**config.mk**
```make
export PLATFORM = sky130hd
export DESIGN_NAME = ptw_seq
export DESIGN_NICKNAME = d
export VERILOG_FILES = /design/src/sv/ptw_pkg.sv /design/src/sv/ptw_seq.sv
export SDC_FILE = /design/constraint.sdc
export NUM_CORES = 1
export LEC_CHECK = 0
export ABC_CLOCK_PERIOD_IN_PS = 2300
export BUFFER_PORTS_ARGS = -buffer_cell sky130_fd_sc_hd__buf_2
export CAP_MARGIN = 10
export CORE_MARGIN = 2
export CORE_UTILIZATION = 48
export DETAILED_ROUTE_END_ITERATION = 8
export GPL_TIMING_DRIVEN = 0
export PLACE_DENSITY = 0.78
export SLEW_MARGIN = 20
export SYNTH_ARGS = -nofsm -noshare
export SYNTH_HDL_FRONTEND = slang
export SYNTH_SLANG_ARGS = --single-unit
```
**constraint.sdc**
```tcl
create_clock -name clock -period 2.3 [get_ports clock]
set_clock_uncertainty 0.05 [all_clocks]
set_input_delay 0.46 -clock clock [delete_from_list [all_inputs] [get_ports clock]]
set_output_delay 0.46 -clock clock [all_outputs]
set_load 0.03 [all_outputs]
```
**src/sv/ptw_pkg.sv**
```systemverilog
// Package for the page table map and walk block: field widths, microcode
// field codes, step numbers and the microcode program itself.
// Used by every other file of the block but ptw_store; depends on nothing.
`default_nettype none

package ptw_pkg;

   // Fixed field widths and address slicing.
   localparam int VA_BITS    = 48;
   localparam int PA_BITS    = 40;
   localparam int OUT_BITS   = 40;
   localparam int IDX_BITS   = 9;
   localparam int PAGE_SHIFT = 12;
   localparam int DIR_SHIFT  = 21;
   localparam int PTR_SHIFT  = DIR_SHIFT + IDX_BITS;
   localparam int ROOT_SHIFT = DIR_SHIFT + 2 * IDX_BITS;
   localparam int ENTRIES_PER_TABLE = 512;
   localparam int FLAG_BITS  = 3;

   // Entry flag patterns: present and writable for table pointers,
   // present, writable and large for leaf entries.
   localparam logic [FLAG_BITS-1:0] FLAGS_TABLE = 3'b011;
   localparam logic [FLAG_BITS-1:0] FLAGS_LEAF  = 3'b111;

   // Sequencer step numbers.
   typedef logic [3:0] step_type;
   localparam step_type ST_CLEAR   = 4'd0;
   localparam step_type ST_WAIT    = 4'd1;
   localparam step_type ST_RD_ROOT = 4'd2;
   localparam step_type ST_RD_PTR  = 4'd3;
   localparam step_type ST_RD_DIR  = 4'd4;
   localparam step_type ST_LOOKUP  = 4'd5;
   localparam step_type ST_CHECK   = 4'd6;
   localparam step_type ST_WR_ROOT = 4'd7;
   localparam step_type ST_WR_PTR  = 4'd8;
   localparam step_type ST_WR_LEAF = 4'd9;
   localparam step_type ST_FULL    = 4'd10;

   // Microcode fields.
   typedef enum logic [1:0] {RD_NONE, RD_ROOT, RD_PTR, RD_DIR} rd_type;
   typedef enum logic [2:0] {WR_NONE, WR_CLEAR, WR_ROOT, WR_PTR, WR_LEAF} wr_type;
   typedef enum logic [1:0] {CAP_NONE, CAP_ROOT, CAP_PTR} cap_type;
   typedef enum logic [1:0] {RSP_NONE, RSP_LEAF, RSP_OK, RSP_FULL} rsp_type;
   typedef enum logic [2:0] {
      JMP_NEXT, JMP_ALWAYS, JMP_NO_REQ, JMP_MAP, JMP_FULL, JMP_CLR_MORE
   } jump_type;

   // One control word.
   typedef struct packed {
      logic     accept;
      rd_type   rd;
      wr_type   wr;
      cap_type  cap;
      rsp_type  rsp;
      jump_type jmp;
      step_type target;
   } ctl_type;

   // Conditions that the datapath reports to the sequencer.
   typedef struct packed {
      logic req_valid;
      logic map_op;
      logic full;
      logic clr_more;
      logic rsp_busy;
   } cond_type;

   // Operation codes of the request.
   localparam logic OP_MAP    = 1'b0;
   localparam logic OP_LOOKUP = 1'b1;

   // The microcode program, one control word per step.
   function automatic ctl_type ucode(step_type step);
      ctl_type w;
      w = '0;
      case (step)
         ST_CLEAR: begin
            w.wr     = WR_CLEAR;
            w.jmp    = JMP_CLR_MORE;
            w.target = ST_CLEAR;
         end
         ST_WAIT: begin
            w.accept = 1'b1;
            w.jmp    = JMP_NO_REQ;
            w.target = ST_WAIT;
         end
         ST_RD_ROOT: begin
            w.rd = RD_ROOT;
         end
         ST_RD_PTR: begin
            w.cap = CAP_ROOT;
            w.rd  = RD_PTR;
         end
         ST_RD_DIR: begin
            w.cap    = CAP_PTR;
            w.rd     = RD_DIR;
            w.jmp    = JMP_MAP;
            w.target = ST_CHECK;
         end
         ST_LOOKUP: begin
            w.rsp    = RSP_LEAF;
            w.jmp    = JMP_ALWAYS;
            w.target = ST_WAIT;
         end
         ST_CHECK: begin
            w.jmp    = JMP_FULL;
            w.target = ST_FULL;
         end
         ST_WR_ROOT: begin
            w.wr = WR_ROOT;
         end
         ST_WR_PTR: begin
            w.wr = WR_PTR;
         end
         ST_WR_LEAF: begin
            w.wr     = WR_LEAF;
            w.rsp    = RSP_OK;
            w.jmp    = JMP_ALWAYS;
            w.target = ST_WAIT;
         end
         ST_FULL: begin
            w.rsp    = RSP_FULL;
            w.jmp    = JMP_ALWAYS;
            w.target = ST_WAIT;
         end
         default: begin
            w.jmp    = JMP_ALWAYS;
            w.target = ST_WAIT;
         end
      endcase
      return w;
   endfunction

endpackage

`default_nettype wire

```
**src/sv/ptw_seq.sv**
```systemverilog
// Microcode sequencer: step counter, program table lookup and jump logic.
// Depends on ptw_pkg for the control word, conditions and the program.
`default_nettype none

module ptw_seq (
   input  wire logic              clock,
   input  wire logic              reset,
   input  wire ptw_pkg::cond_type cond,
   output ptw_pkg::ctl_type       ctl
);

   ptw_pkg::step_type step_ff, step_in;
   ptw_pkg::ctl_type  word;
   logic              stall;
   logic              taken;

   // Fetch the control word of the current step.
   assign word = ptw_pkg::ucode(step_ff);

   // A step that loads the response waits while the response slot is full.
   assign stall = (word.rsp != ptw_pkg::RSP_NONE) && cond.rsp_busy;

   // Evaluate the jump condition.
   always_comb begin
      case (word.jmp)
         ptw_pkg::JMP_NEXT:     taken = 1'b0;
         ptw_pkg::JMP_ALWAYS:   taken = 1'b1;
         ptw_pkg::JMP_NO_REQ:   taken = !cond.req_valid;
         ptw_pkg::JMP_MAP:      taken = cond.map_op;
         ptw_pkg::JMP_FULL:     taken = cond.full;
         ptw_pkg::JMP_CLR_MORE: taken = cond.clr_more;
         default:               taken = 1'b0;
      endcase
   end

   // Next step: hold on a stall, otherwise jump or fall through.
   always_comb begin
      if (stall) begin
         step_in = step_ff;
      end else if (taken) begin
         step_in = word.target;
      end else begin
         step_in = step_ff + 4'd1;
      end
   end

   always_ff @(posedge clock) begin
      if (reset) begin
         step_ff <= ptw_pkg::ST_CLEAR;
      end else begin
         step_ff <= step_in;
      end
   end

   // A stalled step drives no datapath action.
   assign ctl = stall ? '0 : word;

   // After a request is taken the walk always starts with the root read.
   a_accept_to_root: assert property (@(posedge clock) disable iff (reset)
      (step_ff == ptw_pkg::ST_WAIT && cond.req_valid) |=> (step_ff == ptw_pkg::ST_RD_ROOT))
      else $error("walk did not start after request accept");

   // The clearing pass never hands out ready to the request side.
   a_no_accept_in_clear: assert property (@(posedge clock) disable iff (reset)
      (step_ff == ptw_pkg::ST_CLEAR) |-> !ctl.accept)
      else $error("request accepted during clearing pass");

   // No step is skipped from a leaf write except back to waiting.
   a_leaf_returns: assert property (@(posedge clock) disable iff (reset)
      (step_ff == ptw_pkg::ST_WR_LEAF && !stall) |=> (step_ff == ptw_pkg::ST_WAIT))
      else $error("sequencer left leaf write to an unexpected step");

endmodule

`default_nettype wire

```
## After elaboration in Yosys (flattened, before gate mapping)

Cells that the tools add are included.

| word-level totals | value |
|---|---|
| register bits after elaboration | 4 |
| output and inout bits | 17 |
| word-level logic and storage cells | 31 |

| operators by class | value |
|---|---|
| muxes and demuxes | 9 |
| reductions and logical operators | 5 |
| add/subtract/negate cells | 1 |
| eq/ne operators | 15 |

Operators with widths:

| cell | count |
|---|---|
| $pmux W7 S5 | 1 |
| $mux W17 | 1 |
| $eq A4 B3 Y1 const B | 4 |
| $eq A4 B4 Y1 const B | 3 |
| $pmux W2 S3 | 2 |
| $pmux W3 S4 | 1 |
| $eq A4 B2 Y1 const B | 2 |
| $eq A3 B2 Y1 const B | 2 |
| $eq A3 B3 Y1 const B | 2 |
| $pmux W1 S5 | 1 |
| $add A4 B1 Y4 const B | 1 |
| $eq A4 B1 Y1 const B | 1 |
| $logic_not A4 Y1 | 1 |
| $mux W4 | 1 |
| $pmux W2 S2 | 1 |
| $reduce_or A4 Y1 | 1 |
| $eq A3 B1 Y1 const B | 1 |
| $reduce_bool A2 Y1 | 1 |
| $logic_and A1 B1 Y1 | 1 |
| $logic_not A1 Y1 | 1 |
| $mux W1 | 1 |

## Logic depth before layout (Yosys ltp)

Gate-level depths: netlist (run 1).

| depth | value |
|---|---|
| depth after elaboration | 6 |
| depth in mapped cells | 9 |
| gate-level depth less buffers | 7 |

## Worst setup path after synthesis (run 1)

OpenSTA, ideal clock, no wires.

| timing | value |
|---|---|
| path type | flip-flop to output port |
| from | reg step_ff[0] |
| to | out ctl[6] (netlist bit) |
| data required time | 1.790 ns |
| setup slack | -0.310 ns |
| stages on the path, launching flop included | 9 |
| arrival | 2.100 ns |
| path through | dfxtp_1 inv_1 ha_1 buf_2 nor2_1 o21ai_2 and2_1 clkbuf_1 nor3_1 |

RTL lines:

| element | RTL line | text |
|---|---|---|
| from (decl) | ptw_seq.sv:12 | `ptw_pkg::step_type step_ff, step_in;` |
| from (signal assigned) | ptw_seq.sv:49 | `step_ff <= ptw_pkg::ST_CLEAR;` |
| from (signal assigned) | ptw_seq.sv:51 | `step_ff <= step_in;` |
| to (decl) | ptw_seq.sv:9 | `output ptw_pkg::ctl_type ctl` |

==> results of run 1 <==
-- cell usage in the layout, fill, tap and decap left out, drive strengths merged, types with 2 or more instances in the layout --
| cell type | instances |
|---|---|
| and2 | 4 |
| a21oi | 3 |
| nand2b | 2 |
| o21ai | 6 |
| nor2b | 2 |
| clkbuf | 4 |
| o211ai | 2 |
| inv | 7 |
| a21o | 2 |
| a211oi | 2 |
| nand2 | 7 |
| nand3b | 2 |
| buf | 36 |
| dfxtp | 4 |
| and3 | 3 |
| nor3 | 6 |
| o311a | 2 |
| a31oi | 2 |
| or2 | 3 |
| ha | 5 |
| nand3 | 3 |
| nor2 | 10 |
-- path summary, 6_finish.rpt --
check,from,end,slack (ns),depth (start not counted)
min,reset,step_ff[1]$_SDFFE_PP0N_,0.37,2
max,step_ff[0]$_SDFFE_PP0N_,ctl[4],-0.01,8
min reg2reg,step_ff[0]$_SDFFE_PP0N_,step_ff[0]$_SDFFE_PP0N_,0.57,3
max reg2reg,step_ff[0]$_SDFFE_PP0N_,step_ff[1]$_SDFFE_PP0N_,0.07,8
-- final cells by class --
class | instances | area (um2) | share of cell area
clock buffer | 3 | 22.5 | 0.0206
sequential | 4 | 88.8 | 0.0811
buffer | 4 | 38.8 | 0.0354
inverter | 7 | 33.8 | 0.0309
tap | 15 | 18.8 | 0.0171
timing repair buffer | 33 | 245 | 0.224
multi-input combinational | 79 | 647 | 0.591
-- synthesized netlist by cell type (all sizes together), types with 2 or more instances --
| master | number | area, um2 |
|---|---|---|
| ha | 5 | 62.6 |
| and3 | 3 | 18.8 |
| nor2 | 10 | 37.5 |
| o311a | 2 | 20.0 |
| a31oi | 2 | 12.5 |
| nor2b | 2 | 12.5 |
| a21oi | 3 | 15.0 |
| a21o | 2 | 15.0 |
| nand3 | 3 | 15.0 |
| buf | 4 | 26.3 |
| and2 | 4 | 25.0 |
| nand2 | 7 | 28.8 |
| o21ai | 6 | 33.8 |
| nand3b | 2 | 15.0 |
| o211ai | 2 | 15.0 |
| or2 | 3 | 18.8 |
| inv | 7 | 26.3 |
| dfxtp | 4 | 80.1 |
| nand2b | 2 | 12.5 |
| nor3 | 6 | 30.0 |
| a211oi | 2 | 15.0 |
-- routing by layer --
| metal | share of wire | vias up |
|---|---|---|
| li1 | - | 418 |
| met1 | 0.43 | 417 |
| met2 | 0.49 | 51 |
| met3 | 0.077 | 2 |
| met4 | 0.0055 | 0 |
| met5 | 0 | - |
-- repair_timing --
action                     CTS  global route
pin swaps                    4            10
gates resized for setup     32            16
setup endpoints to repair   12            12
buffers inserted             8             2
-- cells by family after synthesis --
group                    Yosys count  synth area share
AO/OA/AOI/OAI                     26             0.305
adder cells (fa/ha/maj)            5            0.0942
buffers and inverters             12            0.0847
flip-flops                         4             0.121
multiplexers                       1            0.0151
AND/OR/NAND/NOR                   47             0.380
-- power by group through the flow --
stage,Clock [mW],Sequential [mW],Combinational [mW]
floorplan,0,0.122,0.867
global placement,0,0.131,1.09
detailed placement,0,0.134,1.10
CTS,0.0923,0.148,1.36
global route,0.0955,0.162,1.62
finish,0.0966,0.158,1.53
-- worst max-delay path, cell delays in order (launching register included) --
cell and delay, ns:
sky130_fd_sc_hd__dfxtp_4 0.36, sky130_fd_sc_hd__inv_6 0.08, sky130_fd_sc_hd__ha_4 0.13, sky130_fd_sc_hd__buf_6 0.10, sky130_fd_sc_hd__buf_8 0.12, sky130_fd_sc_hd__or3b_4 0.40, sky130_fd_sc_hd__o311ai_4 0.11, sky130_fd_sc_hd__nor2_1 0.07
sky130_fd_sc_hd__buf_4 0.17
==> run metrics, run 1 <==
combinational share of power 0.858; Post-Syn Area 664 um2; Switching Share 0.534; WHS 0.372 ns; quantity of hold-fixing buffers added after cts 0; number of instances in the synthesized netlist 95; syn nets between 100 and 150; total global-route track usage 0.280; count of vias placed by the detailed router around 890; #FFs+latches synth 4; total number of placement rows 13; pre-CTS setup slack -0.214 ns; internal power 0.832 mW; min setup slack post-route -0.0133 ns; CTS Root Cell sky130_fd_sc_hd__clkbuf_4; antenna violations before repair 0; largest net degree at the start of global routing 11; Total Die Area around 0.0017 mm2; placed wire-length estimate 1400 um; CTS tree done; global placement routability congestion approximately 0.88; max reg flops 4; I/O Pins 24; DR DRC count 0; largest registers step_ff: 4 flops; worst-case headroom to the max-slew limit 0.730; Bufs on Longest Clock Path 2; first-pass GRT wire length between 3000 and 4000 um; unrepaired setup endpoints after global routing true; Pre-Repair DR Iteration Count 4; Fill cells 80; dpl cell area just over 800 um2; global routing met3 resource utilization 0.0217; placed cells about 130; clk sink count 4; type of destination of the critical path output pin; Slew Limit Fails 0; final critical path time including I/O delays and setup between 2 and 2.5 ns; Finished Layout Cells ~150; number of violations of the max-capacitance limit 0; static leakage slightly above 0.5 nW; Die H about 41 um; Post-synth EDFFs 0; clock input transition at the sequential cells of the worst setup and hold paths about 0.04 ns; fraction of final layout cells with drive strength greater than 1 0.508; antenna diode count 0; type of the worst min-delay path input port to flip-flop; number of global-route vias before repair 721; Final Instance Area approximately 0.0011 mm2; wire per inst 16.4 um; drt total wl between 2000 and 2500 um; Clock Latency Late Sink around 0.25 ns; ratio of final minimum period to clock period 1.01; clock share of power 0.054; post-layout power roughly 1.8 mW; critical path start-end classification flip-flop to output pin; yosys synthesis warning count 0; largest fanout on the critical path 9; final design utilization 0.841; portion of total power attributed to sequential cells 0.088; top achievable clock speed ~430 MHz; routed via count divided by cell count slightly above 6; post-route antenna net violation count 0; Setup TNS Final -0.0209 ns; count of distinct cell types in the synthesized netlist 40; width of the die between 40 and 50 um; average footprint of a synthesized cell ~7 um2; number of hold violations in the final report 0; GR met2 Demand/Resource 0.500; core area roughly 0.0013 mm2; first-iteration detailed-routing DRC count 45; most utilized layer in the global route result met2; share of synthesized flip-flops with an asynchronous set or reset 0; Max H-tree Level 1; M1 GR Usage 0.350; largest register by flop count step_ff; final setup violation count 2; data arrival time of the critical path about 1.8 ns; critical path data required time approximately 1.8 ns; Net Sw Power roughly 0.95 mW; maximum vdd ir drop around 1.1 mV; total of buffers placed on input and output ports 23; sequential fraction of the synthesis area 0.121; most instantiated flip-flop cell in the synthesis netlist sky130_fd_sc_hd__dfxtp_1; gr ovfl total 0; starting density of the core 0.511; run status finished with violations; number of buffers created by CTS 3; synthesis-to-finish area growth 64.8%; slew at the pin closest to its max-slew limit about 0.4 ns; critical path launch point type flip-flop; Final nets ~140; power per cell area 1630 mW/mm2; failing checks negative setup slack
(Power assumes the default switching activity.)
==> inputs of run 2 (changes only) <==
- ABC_AREA: unset -> 1
- CORE_UTILIZATION: 48 -> 47
- MAX_ROUTING_LAYER: unset -> met4
- PLACE_DENSITY: 0.78 -> 0.77
==> run 2 against run 1 <==
The run now ends clean. Via count down 19%. Final area down 17%. Global-route usage down 8.1 points. Die area down 1.9%. Critical path type unchanged.
==> run metrics, run 2 <==
run status finished clean; critical path launch point type flip-flop; type of destination of the critical path output pin; CTS Root Cell sky130_fd_sc_hd__clkbuf_4; proportion of netlist area held by the largest area contributor 0.130; Setup TNS Final 0 ns; top cell types by occurrence after synthesis sky130_fd_sc_hd__nand2_1, sky130_fd_sc_hd__inv_1, sky130_fd_sc_hd__nor2_1; highest-count cells in the layout ignoring fill and taps sky130_fd_sc_hd__nand2_1, sky130_fd_sc_hd__inv_1, sky130_fd_sc_hd__buf_2; global placement routability congestion about 0.80; largest net degree at the start of global routing 11; Pre-Repair DR Iteration Count 4; largest registers step_ff: 4 flops; largest fanout on the critical path 10; sequential fraction of the synthesis area 0.126; yosys synthesis warning count 0; core area approximately 0.0013 mm2; Total Die Area between 0.0015 and 0.002 mm2; Slew Limit Fails 0; placed wire-length estimate 1170 um; average footprint of a synthesized cell 6.01 um2; first-iteration detailed-routing DRC count 9; clock input transition at the sequential cells of the worst setup and hold paths around 0.040 ns; Fill cells between 100 and 150; Max H-tree Level 1; Post-Syn Area ~640 um2; starting density of the core 0.496; #FFs+latches synth 4; Die H between 40 and 50 um; share of synthesized flip-flops with an asynchronous set or reset 0; routed via count divided by cell count between 4 and 5; CTS tree done; most instantiated flip-flop cell in the synthesis netlist sky130_fd_sc_hd__dfxtp_1; synthesis-to-finish area growth 42.0%; most common cell after layout, fill and taps aside sky130_fd_sc_hd__nand2_1; width of the die 40.8 um; type of the worst min-delay path input port to flip-flop; top achievable clock speed approximately 460 MHz; final setup violation count 0; gr ovfl total 0; Final nets around 150; count of vias placed by the detailed router just over 700; total of buffers placed on input and output ports 23; fraction of final layout cells with drive strength greater than 1 0.444; number of global-route vias before repair 533; I/O Pins 24; wire per inst approximately 11 um; data arrival time of the critical path approximately 1.7 ns; worst-case headroom to the max-slew limit 0.794; ratio of final minimum period to clock period 0.954; unrepaired setup endpoints after global routing false; antenna diode count 0; largest register by flop count step_ff; DR DRC count 0; Post-synth EDFFs 0; total global-route track usage 0.200; Bufs on Longest Clock Path 2; number of buffers created by CTS 3; post-route antenna net violation count 0; critical path start-end classification flip-flop to output pin; antenna violations before repair 0; first-pass GRT wire length approximately 2100 um; Clock Latency Late Sink 0.23 ns; syn nets ~120; number of violations of the max-capacitance limit 0; slew at the pin closest to its max-slew limit slightly above 0.3 ns; most common cell in the synthesized netlist sky130_fd_sc_hd__nand2_1; number of hold violations in the final report 0; WHS approximately 0.46 ns; drt total wl 1660 um; final critical path time including I/O delays and setup roughly 2.2 ns; total number of placement rows 13; quantity of hold-fixing buffers added after cts 0; count of distinct cell types in the synthesized netlist 20; top cells by area, synth sky130_fd_sc_hd__nand2_1, sky130_fd_sc_hd__dfxtp_1, sky130_fd_sc_hd__ha_1; leading area contributor after synthesis sky130_fd_sc_hd__nand2_1; critical path data required time 1.79 ns; clk sink count 4; number of instances in the synthesized netlist approximately 110; max reg flops 4
## run 2: through the flow
stage	instances	worst slack (ns)	area, um2	utilization
2_1_floorplan	106	-0.00375	639	-
3_3_place_gp	144	0.0203	773	0.602
3_5_place_dp	144	-0.000139	773	0.602
4_1_cts	147	0.0274	836	0.650
5_1_grt	148	0.0114	905	0.704
6_report	148	0.105	905	0.704
## run 2: area by class of cell
type                            instances  area (um2)  area share
Buffer                                  2        22.5      0.0249
Timing Repair Buffer                   24         149       0.165
Inverter                               18        67.6      0.0747
Tap cell                               15        18.8      0.0207
Sequential cell                         4        88.8      0.0982
Clock buffer                            3        22.5      0.0249
Multi-Input combinational cell         82         536       0.592
## run 2: worst paths after layout
| path | slack (ns) | to | cells after the start | from |
|---|---|---|---|---|
| worst max-delay path | 0.10 | ctl[13] | 9 | step_ff[1]$_SDFFE_PP0N_ |
| worst min-delay path | 0.46 | step_ff[1]$_SDFFE_PP0N_ | 4 | reset |
| worst max register to register | 0.57 | step_ff[0]$_SDFFE_PP0N_ | 13 | step_ff[1]$_SDFFE_PP0N_ |
| worst min register to register | 0.55 | step_ff[1]$_SDFFE_PP0N_ | 2 | step_ff[1]$_SDFFE_PP0N_ |
## run 2: layer usage
| layer | part of all wire | track usage | vias to the layer above |
|---|---|---|---|
| met5 | 0 | - | - |
| met4 | 0 | 0.100 | 0 |
| met3 | 0.019 | 0.0326 | 0 |
| met2 | 0.53 | 0.316 | 16 |
| met1 | 0.45 | 0.241 | 316 |
| li1 | - | - | 390 |
## run 2: cell families after synthesis
kind of cell / count (synthesis) / synth area share
xor+xnor: 2 / 0.0275
flops: 4 / 0.126
buf+inv: 20 / 0.130
simple gates: 61 / 0.503
fa+ha+maj: 5 / 0.0982
compound gates: 14 / 0.116
## run 2: worst max-delay path, cell delays in order, from the launching register on
cell	delay [ns]
sky130_fd_sc_hd__dfxtp_4	0.37
sky130_fd_sc_hd__inv_1	0.09
sky130_fd_sc_hd__ha_4	0.19
sky130_fd_sc_hd__o21ai_4	0.17
sky130_fd_sc_hd__nand2_2	0.09
sky130_fd_sc_hd__nand2_4	0.08
sky130_fd_sc_hd__inv_2	0.06
sky130_fd_sc_hd__buf_6	0.14
sky130_fd_sc_hd__nor2_1	0.07
sky130_fd_sc_hd__buf_2	0.20
## run 2: timing repair
action,4_1_cts,5_1_grt
buffers inserted,0,1
setup endpoints to repair,14,13
gates resized for setup,14,22
gates cloned,0,0
pin swaps,0,2
Power of run 2 is left out: the tool's default activity adds up to more than one toggle a clock period on the data nets, which glitch-free logic cannot reach.
